===== config.mk =====
export PLATFORM = sky130hd
export DESIGN_NAME = mbp_ctrl
export DESIGN_NICKNAME = d
export VERILOG_FILES = /design/src/mbp_pkg.sv /design/src/mbp_ctrl.sv
export SDC_FILE = /design/constraint.sdc
export NUM_CORES = 1
export LEC_CHECK = 0
export ABC_AREA = 0
export BUFFER_PORTS_ARGS = -buffer_cell sky130_fd_sc_hd__buf_4
export CELL_PAD_IN_SITES_DETAIL_PLACEMENT = 0
export CELL_PAD_IN_SITES_GLOBAL_PLACEMENT = 1
export CORE_MARGIN = 4
export CORE_UTILIZATION = 27
export DETAILED_ROUTE_END_ITERATION = 6
export PLACE_DENSITY = 0.82
export SYNTH_ARGS = -nofsm -noshare
export SYNTH_HDL_FRONTEND = slang
export SYNTH_SLANG_ARGS = --single-unit
export TNS_END_PERCENT = 1

===== constraint.sdc =====
create_clock -name clk -period 1.8 [get_ports clk]
set_clock_uncertainty 0.2 [all_clocks]
set_input_delay 0.09 -clock clk [delete_from_list [all_inputs] [get_ports clk]]
set_output_delay 0.09 -clock clk [all_outputs]
set_load 0.01 [all_outputs]

===== src/mbp_pkg.sv =====
// ----------------------------------------------------------------------------
// mbp_pkg
// Shared types for the minimax bottleneck path block: channel payloads,
// controller states, and the command and status groups that run between
// the controller and the datapath.
// ----------------------------------------------------------------------------
package mbp_pkg;

    // Width of a node number as it travels on the input channel.
    localparam int NODE_BITS = 10;

    // Request codes carried in req_type.
    localparam logic REQ_ADD_EDGE = 1'b0;
    localparam logic REQ_SOLVE    = 1'b1;

    typedef struct packed {
        logic        req_type;
        logic [9:0]  edge_from;
        logic [9:0]  edge_to;
        logic [31:0] edge_weight;
    } in_item_t;

    typedef struct packed {
        logic [31:0] answer;
        logic        all_reached;
        logic        edges_dropped;
    } out_item_t;

    typedef enum logic [3:0] {
        ST_IDLE,
        ST_CLEAR,
        ST_PASS_INIT,
        ST_EDGE_RD,
        ST_COST_RD,
        ST_RELAX,
        ST_SCAN_INIT,
        ST_SCAN_RD,
        ST_SCAN_CHK,
        ST_DONE
    } state_t;

    // Commands from the controller to the datapath.
    typedef struct packed {
        logic add_edge;
        logic clr_start;
        logic clr_step;
        logic pass_start;
        logic edge_rd;
        logic cost_rd;
        logic relax;
        logic scan_start;
        logic scan_rd;
        logic scan_chk;
        logic load_result;
    } cmd_t;

    // Status from the datapath back to the controller.
    typedef struct packed {
        logic clr_last;
        logic edge_empty;
        logic edge_last;
        logic changed;
        logic scan_empty;
        logic scan_last;
        logic out_free;
    } status_t;

endpackage


===== src/mbp_ctrl.sv =====
// ----------------------------------------------------------------------------
// mbp_ctrl
// Sequencer for the solve: clears the cost store, sweeps the edge table
// until a full pass makes no change, scans the node range, and hands the
// result to the output register.
// ----------------------------------------------------------------------------
module mbp_ctrl (
    input  logic             clk,
    input  logic             rst_n,
    input  logic             in_accept,
    input  logic             in_solve,
    input  mbp_pkg::status_t st,
    output mbp_pkg::cmd_t    cmd,
    output logic             busy
);
    import mbp_pkg::*;

    state_t state_reg;
    state_t state_next;

    // State register.
    always_ff @(posedge clk or negedge rst_n)
    begin
        if (!rst_n)
        begin
            state_reg <= ST_IDLE;
        end
        else
        begin
            state_reg <= state_next;
        end
    end

    // Next state and commands.
    always_comb
    begin
        state_next = state_reg;
        cmd        = '0;
        case (state_reg)
            ST_IDLE:
            begin
                if (in_accept)
                begin
                    if (in_solve)
                    begin
                        cmd.clr_start = 1'b1;
                        state_next    = ST_CLEAR;
                    end
                    else
                    begin
                        cmd.add_edge = 1'b1;
                    end
                end
            end
            ST_CLEAR:
            begin
                cmd.clr_step = 1'b1;
                if (st.clr_last)
                begin
                    state_next = ST_PASS_INIT;
                end
            end
            ST_PASS_INIT:
            begin
                cmd.pass_start = 1'b1;
                state_next     = st.edge_empty ? ST_SCAN_INIT : ST_EDGE_RD;
            end
            ST_EDGE_RD:
            begin
                cmd.edge_rd = 1'b1;
                state_next  = ST_COST_RD;
            end
            ST_COST_RD:
            begin
                cmd.cost_rd = 1'b1;
                state_next  = ST_RELAX;
            end
            ST_RELAX:
            begin
                cmd.relax = 1'b1;
                if (st.edge_last)
                begin
                    state_next = st.changed ? ST_PASS_INIT : ST_SCAN_INIT;
                end
                else
                begin
                    state_next = ST_EDGE_RD;
                end
            end
            ST_SCAN_INIT:
            begin
                cmd.scan_start = 1'b1;
                state_next     = st.scan_empty ? ST_DONE : ST_SCAN_RD;
            end
            ST_SCAN_RD:
            begin
                cmd.scan_rd = 1'b1;
                state_next  = ST_SCAN_CHK;
            end
            ST_SCAN_CHK:
            begin
                cmd.scan_chk = 1'b1;
                if (st.scan_last)
                begin
                    state_next = ST_DONE;
                end
                else
                begin
                    state_next = ST_SCAN_RD;
                end
            end
            ST_DONE:
            begin
                if (st.out_free)
                begin
                    cmd.load_result = 1'b1;
                    state_next      = ST_IDLE;
                end
            end
            default:
            begin
                state_next = ST_IDLE;
            end
        endcase
    end

    assign busy = (state_reg != ST_IDLE);

endmodule


==> flow_summary.toml, run 1 <==
[synthesis]
yosysTopAreaCell = "dfrtp_1"
synth_area_sq_um = 408
synth-seq-cells = 4
ys_types = 27
synth.avg_cell_area_sq_um = 7.28
yosysMostFrequentCell = "nor2_1"
ys_top_cells_by_count = "nor2_1 (9), nand2_1 (5), nor3_1 (5)"
synth_edf_count = 0
ys_seq_area_frac = 0.245
synth_top_area_frac = 0.245
synthCells = 56
synthTopCellsByArea = "dfrtp_1 (25%), nor2_1 (8.3%), nor3_1 (6.1%)"
ys_async_sr_fraction = 1.00
synth-main-ff-cell = "dfrtp_1"
yosysWarnings = 0
synth_nets = 67

[cells_and_area]
fill_cells = 149
multi_input_area_sq_um = 268
final_net_count = 100
seqCellArea_sq_um = 103
largest_register_ffs = 4
syn2layout_area_growth_pct = 65.0
layout-drive-gt1-share = 0.425
instances_no_fill = 102
final_area_sq_um = 673
n_antenna_cell = 0

[power]
leakagePower_nw = 0.317
powerDensity_mw_per_mm2 = 1550
irDropWorstVdd_mv = 0.657

[timing]
max_freq_ghz = 0.561
drv_slew = 0
tightest_slew_ns = 0.358
slew_headroom = 0.755
fin_crit_sh = 0.991
period_minus_slack_ns = 1.78
worst_slack_ns = 0.0159
hold_violations = 0
setup_violations = 0
rsz0062_at_grt = "yes"

[critical_path]
critPathCaptureType = "primary output"
worstPathMaxFanout = 3
slowest_delay_ns = 0.53
timing.rr.start = "state_reg[0]$_DFFE_PN0P_"
cp_data_required_time_ns = 1.51
ff2ff_path_depth = 6
cp_cell_sequence = "or4_4, nor3b_2, buf_4"
worstSetupPathType = "flip-flop to primary output"
rrSetupSlack_ns = 0.13
crit_path_top_delay_cell = "or4_4"
arrival_ns = 1.49
start_kind = "flip-flop"
r2r_end = "state_reg[0]$_DFFE_PN0P_"

[drt]
vias = 516
routed_wl_um = 1260
post_drt_wl_per_cell_um = 12.3
ant_nets = 0
drc_errors = 0
drt_first_pass_iters = 4
drt-initial-drc-count = 8
via_per_inst = 5.06

[clock_network]
path_clk_slew_ns = 0.04
cts_tree = "done"
numCtsBuffers = 3
cts-root-buf = "clkbuf_4"
clk_latency_ns = 0.24
cts_buffer_depth = 2
htreeDepth = 1
clkSinkCount = 4

[global_route]
grt_max_degree = 15
antenna_found_initial = 0
overflow = 0
grt_pass1_vias = 509
grtUsageTotal = 0.139
grt_pass1_wl_um = 2110

[die]
die_w_um = 46.9
dieHeight_um = 46.9
initial_utilization = 0.299
die_area_sq_mm = 0.00220
core_sq_mm = 0.00137
std_cell_rows = 13
io_pins = 23

[worst_hold_path]
hold_path_end = "state_reg[3]$_DFFE_PN0P_"
hp-start = "st[0]"
hold_path_class = "input pin to flip-flop"
hold_depth = 4

[place]
gp_congestion = 0.735
port_buffers = 22
placed_area_sq_um = 586
place_inst = 92
pre_cts_slack_ns = 0.154
dpl.hpwl_um = 955

[run]
drv_cap = 0

[status]
status = "finished, final reports clean"
through the flow:
stage          setup TNS, ns  utilization  total power [W]  hold WS (ns)
2_1_floorplan              0            -         0.000655        -0.406
3_3_place_gp               0        0.429         0.000869        -0.310
3_5_place_dp               0        0.429         0.000872        -0.311
4_1_cts                    0        0.493          0.00105        0.0333
5_1_grt              -0.0337        0.493          0.00115        0.0557
6_report                   0        0.493          0.00105        0.0432
how the worst max path moves through the flow:
stage | from | endpoint | slack, ns | depth (start not counted)
final | state_reg[1]$_DFFE_PN0P_ | cmd[10] | 0.02 | 3
after global routing | state_reg[1]$_DFFE_PN0P_ | cmd[10] | -0.03 | 3
after CTS | state_reg[1]$_DFFE_PN0P_ | cmd[10] | 0.005 | 3
after detailed placement | state_reg[1]$_DFFE_PN0P_ | cmd[10] | 0.15 | 3
after global placement | state_reg[1]$_DFFE_PN0P_ | cmd[10] | 0.19 | 3
after floorplan | state_reg[0]$_DFFE_PN0P_ | cmd[10] | 0.21 | 3
cells in the final DEF (no fill, tap or decap):
cell,n
nor3b_2,1
nor3_1,5
dfrtp_2,2
clkbuf_4,3
nor3_2,1
dfrtp_1,2
o22ai_1,1
inv_1,3
dlygate4sd3_1,4
o21ai_0,2
nor4b_1,2
nand2b_1,3
buf_4,28
a21oi_1,4
nor4_1,1
and3_1,1
a2111oi_0,1
a211oi_1,1
or2b_1,1
a22oi_1,1
nand2_1,5
or4_4,1
nand2b_2,1
mux2i_1,1
nor2_1,9
nand3b_1,1
a31oi_1,1
o31ai_1,1
routing by layer:
metal,track usage,vias up,wire length [um]
met5,0,-,0
met4,0.0829,0,23
met3,0.0268,2,102
met2,0.222,25,546
met1,0.172,225,583
li1,-,264,-
power breakdown:
group | switching [W] | internal (W) | leakage [nW]
combinational | 0.000391 | 0.000362 | 0.256
sequential | 0.0000379 | 0.000140 | 0.0480
clock | 0.0000415 | 0.0000749 | 0.0138
logic make-up (layout without fill, tap and decap cells):
group,Yosys count,count (layout),synth area share
AOI/OAI and AO/OA,12,12,0.181
buffers and inverters,7,38,0.0982
DFF,4,4,0.245
muxes,1,1,0.0245
and+or+nand+nor,32,32,0.451
worst max-delay path, delay by kind of cell (launching register included):
kind          cells  cell delay, ns
simple gates      2            0.70
flops             1            0.41
buf+inv           1            0.14
timing repair:
| item | in CTS | in global routing |
|---|---|---|
| hold buffers | 4 | 0 |
| hold endpoints to repair | 6 | 0 |
| setup buffers | 3 | 0 |
| setup endpoints to repair | 3 | 1 |
| resized for setup | 2 | 0 |
layout make-up:
cell class | instances | share of cell area
repair buffers | 32 | 0.372
clock buffers | 3 | 0.0335
flip-flops and latches | 4 | 0.152
inverters | 3 | 0.0167
well taps | 15 | 0.0279
multi-input cells | 45 | 0.398
Note: power is estimated with default switching activity, not from simulation.
==> run 2, diff against run 1 <==
Settings changed: GPL_TIMING_DRIVEN set to 0, REMOVE_ABC_BUFFERS set to 1.
==> flow_summary.toml, run 2 (same netlist as run 1, synthesis figures left out) <==
[critical_path]
start_kind = "flip-flop"
r2r_end = "state_reg[2]$_DFFE_PN0P_"
worstPathMaxFanout = 4
timing.rr.start = "state_reg[0]$_DFFE_PN0P_"
crit_path_top_delay_cell = "or4_4"
cp_data_required_time_ns = 1.51
slowest_delay_ns = 0.54
cp_cell_sequence = "or4_4, nor3b_2, buf_4"
ff2ff_path_depth = 5
rrSetupSlack_ns = 0.21
worstSetupPathType = "flip-flop to primary output"
arrival_ns = 1.50
critPathCaptureType = "primary output"

[status]
status = "finished, final reports clean"

[drt]
drt-initial-drc-count = 9
drc_errors = 0
vias = 514
drt_first_pass_iters = 2
via_per_inst = 4.85
post_drt_wl_per_cell_um = 13.0
routed_wl_um = 1380
ant_nets = 0

[die]
std_cell_rows = 13
die_w_um = 46.9
core_sq_mm = 0.00137
die_area_sq_mm = 0.00220
dieHeight_um = 46.9
io_pins = 23
initial_utilization = 0.299

[clock_network]
clkSinkCount = 4
numCtsBuffers = 3
cts-root-buf = "clkbuf_4"
cts_tree = "done"
clk_latency_ns = 0.24
cts_buffer_depth = 2
path_clk_slew_ns = 0.04
htreeDepth = 1

[power]
irDropWorstVdd_mv = 0.653
leakagePower_nw = 0.336
powerDensity_mw_per_mm2 = 1590

[place]
port_buffers = 22
place_inst = 89
placed_area_sq_um = 563
dpl.hpwl_um = 838
gp_congestion = 0.768

[timing]
whs_ns = 0.0536
period_minus_slack_ns = 1.79
max_freq_ghz = 0.559
fin_crit_sh = 0.994
rsz0062_at_grt = "yes"
slew_headroom = 0.712
hold_violations = 0
tns_ns = 0
drv_slew = 0
setup_violations = 0
tightest_slew_ns = 0.421

[global_route]
grt_pass1_vias = 454
antenna_found_initial = 0
grt_max_degree = 16
grtUsageTotal = 0.127
met3_usage = 0.0192
overflow = 0
grt_pass1_wl_um = 1980
grt_busiest_layer = "met2"
met1_usage = 0.162
grt_util_met2 = 0.206

[worst_hold_path]
hold_path_end = "state_reg[3]$_DFFE_PN0P_"
hold_path_class = "input pin to flip-flop"
hold_depth = 4
hp-start = "st[0]"

[cells_and_area]
n_antenna_cell = 0
layout-drive-gt1-share = 0.484
multi_input_area_sq_um = 274
fill_cells = 150
final_net_count = 104
instances_no_fill = 106
final_area_sq_um = 712
final_cell_mix = "buf_4 (32), nor2_1 (9), nor3_1 (5), nand2_1 (5)"
seqCellArea_sq_um = 105
syn2layout_area_growth_pct = 74.5
largest_register_ffs = 4
final_common_cell = "buf_4"

[run]
drv_cap = 0
run 2: cell count changes in the layout (fill, tap and decap cells not counted):
cell,previous run,this run
nor4b_2,0,1
dfrtp_1,2,0
dfrtp_2,2,4
nor4b_1,2,1
buf_4,28,32
run 2: stage by stage:
| stage | total power (W) | worst slack (ns) | util |
|---|---|---|---|
| after CTS | 0.00106 | -0.00306 | 0.495 |
| final | 0.00113 | 0.0108 | 0.521 |
| after global placement | 0.000827 | 0.101 | 0.412 |
| after detailed placement | 0.000827 | 0.102 | 0.412 |
| after floorplan | 0.000596 | 0.218 | - |
| after global routing | 0.00123 | -0.0274 | 0.521 |
run 2: worst max path at each step:
stage	startpoint	endpoint	slack (ns)
2_1_floorplan	state_reg[3]$_DFFE_PN0P_	state_reg[3]$_DFFE_PN0P_	0.22
3_3_place_gp	state_reg[2]$_DFFE_PN0P_	state_reg[2]$_DFFE_PN0P_	0.10
3_5_place_dp	state_reg[2]$_DFFE_PN0P_	state_reg[2]$_DFFE_PN0P_	0.10
4_1_cts	state_reg[1]$_DFFE_PN0P_	cmd[10]	-0.003
5_1_grt	state_reg[1]$_DFFE_PN0P_	cmd[10]	-0.03
6_report	state_reg[1]$_DFFE_PN0P_	cmd[10]	0.01
run 2: layout make-up:
cell class | instances | share of cell area
inverters | 3 | 0.0158
multi-input cells | 45 | 0.385
flip-flops and latches | 4 | 0.148
well taps | 15 | 0.0264
repair buffers | 36 | 0.394
clock buffers | 3 | 0.0316
run 2: routing by layer:
layer  up-vias  part of all wire  wire (um)
met5         -                 0          0
met4         0             0.017         23
met3         2             0.070         96
met2        19              0.45        613
met1       224              0.47        643
li1        269                 -          -
run 2: worst max-delay path, delay by kind of cell, from the launching register on:
| kind | cells | cell delay (ns) |
|---|---|---|
| AND/OR/NAND/NOR | 2 | 0.70 |
| flip-flops | 1 | 0.42 |
| buffers and inverters | 1 | 0.14 |
run 2: power breakdown:
group / internal (W) / switching [W]
Sequential: 0.000144 / 0.0000687
Combinational: 0.000411 / 0.000396
Clock: 0.0000747 / 0.0000392
Total: 0.000630 / 0.000504
run 2: repair_timing:
action	4_1_cts	5_1_grt
cloned	0	0
pin swaps	1	0
setup buffers	6	4
hold buffers	4	0
setup endpoints to repair	4	2
gates resized for setup	4	1
hold endpoints to repair	6	0
==> run 3, diff against run 2 <==
Settings changed: PLACE_DENSITY 0.82 to 0.81, SETUP_SLACK_MARGIN set to 0.4.
==> flow_summary.toml, run 3 (same netlist as run 1, synthesis figures left out) <==
[clock_network]
clkSinkCount = 4
clk_latency_ns = 0.25
numCtsBuffers = 3
path_clk_slew_ns = 0.03
cts_buffer_depth = 2
htreeDepth = 1
cts_tree = "done"
cts-root-buf = "clkbuf_4"

[timing]
tns_ns = -0.00845
fin_crit_sh = 1.00
worst_slack_ns = -0.00845
drv_slew = 0
rsz0062_at_grt = "yes"
period_minus_slack_ns = 1.81
hold_violations = 0
max_freq_ghz = 0.553
tightest_slew_ns = 0.341
setup_violations = 1
slew_headroom = 0.770

[power]
powerDensity_mw_per_mm2 = 1730
irDropWorstVdd_mv = 0.823
leakagePower_nw = 0.362

[place]
gp_congestion = 0.790
port_buffers = 22
dpl.hpwl_um = 888
place_inst = 89

[drt]
post_drt_wl_per_cell_um = 14.5
drc_errors = 0
via_per_inst = 5.15
drt-initial-drc-count = 7
vias = 546
ant_nets = 0
drt_first_pass_iters = 4
routed_wl_um = 1540

[critical_path]
cp_data_required_time_ns = 1.51
worstPathMaxFanout = 5
worstSetupPathType = "flip-flop to primary output"
critPathCaptureType = "primary output"
ff2ff_path_depth = 5
start_kind = "flip-flop"
arrival_ns = 1.52

[die]
io_pins = 23
core_sq_mm = 0.00137
initial_utilization = 0.299
die_area_sq_mm = 0.00220
dieHeight_um = 46.9
die_w_um = 46.9
std_cell_rows = 13

[cells_and_area]
instances_no_fill = 106
final_cell_mix = "buf_4 (26), nor2_1 (6), buf_6 (6), nand2_1 (5)"
syn2layout_area_growth_pct = 107
final_net_count = 104
n_antenna_cell = 0
largest_register_ffs = 4
fill_cells = 124
layout-drive-gt1-share = 0.637
final_common_cell = "buf_4"

[run]
drv_cap = 0

[worst_hold_path]
hold_path_class = "input pin to flip-flop"
hold_depth = 4

[global_route]
grt_max_degree = 16
grtUsageTotal = 0.149
grt_pass1_wl_um = 2260
grt_pass1_vias = 482
overflow = 0
antenna_found_initial = 0

[status]
violations = "negative setup slack"
status = "finished, violations left"
[run 3: changes by cell type in the layout (fill, tap and decap cells not counted), moves of 2 or more]
cell and change:
inv_2 +2, nor2_2 +2, nor2_1 -3, nor3_1 -2, buf_4 -6, buf_6 +6, inv_1 -2, nor3_4 +3
[run 3: metrics by stage]
stage	total power (W)	instance area [sq um]	util	hold slack (ns)	setup WS [ns]
finish	0.00146	845	0.618	0.0210	-0.00845
global route	0.00156	845	0.618	0.0416	-0.0281
CTS	0.00109	689	0.505	0.0282	-0.000454
detailed placement	0.000829	563	0.412	-0.311	0.105
global placement	0.000827	563	0.412	-0.314	0.0857
floorplan	0.000596	379	-	-0.406	0.218
[run 3: where the power goes]
group          internal [W]  leakage (nW)  switching, W  total (W)
Combinational      0.000558         0.303      0.000562    0.00112
Sequential         0.000144        0.0454     0.0000787   0.000222
Clock             0.0000751        0.0138     0.0000447   0.000120
Total              0.000777         0.362      0.000685    0.00146
[run 3: cell type report]
type                       count  area [sq um]  area share
multi-input combinational     45           384       0.455
timing repair buffer          36           303       0.359
sequential                     4           105       0.124
clock buffer                   3          22.5      0.0267
tap                           15          18.8      0.0222
inverter                       3          11.3      0.0133
[run 3: routing by layer]
layer	track usage	wire [um]	vias up
met5	0	0	-
met4	0.0994	50	0
met1	0.180	615	247
li1	-	-	271
met3	0.0345	112	6
met2	0.233	763	22
[run 3: worst paths after layout]
path                                            end  slack, ns                      from
setup / recovery                            cmd[10]     -0.008  state_reg[3]$_DFFE_PN0P_
hold / removal             state_reg[3]$_DFFE_PN0P_       0.02                     st[0]
setup reg to reg           state_reg[0]$_DFFE_PN0P_       0.18  state_reg[1]$_DFFE_PN0P_
hold reg to reg            state_reg[2]$_DFFE_PN0P_       0.48  state_reg[3]$_DFFE_PN0P_
max in group asynchronous  state_reg[2]$_DFFE_PN0P_       0.64                     rst_n
min in group asynchronous  state_reg[0]$_DFFE_PN0P_       0.55                     rst_n
[run 3: worst max-delay path, stage by stage, from the launching register on]
cell and delay [ns]:
dfrtp_2 0.42, or4_4 0.56, nor3b_2 0.16, buf_4 0.14
[run 3: repair_timing]
action | 4_1_cts | 5_1_grt
pin swaps | 5 | 12
hold endpoints to repair | 6 | 0
hold buffers | 4 | 0
setup buffers | 4 | 6
gates resized for setup | 11 | 23
gates cloned | 0 | 0
endpoints found under the setup margin | 16 | 16
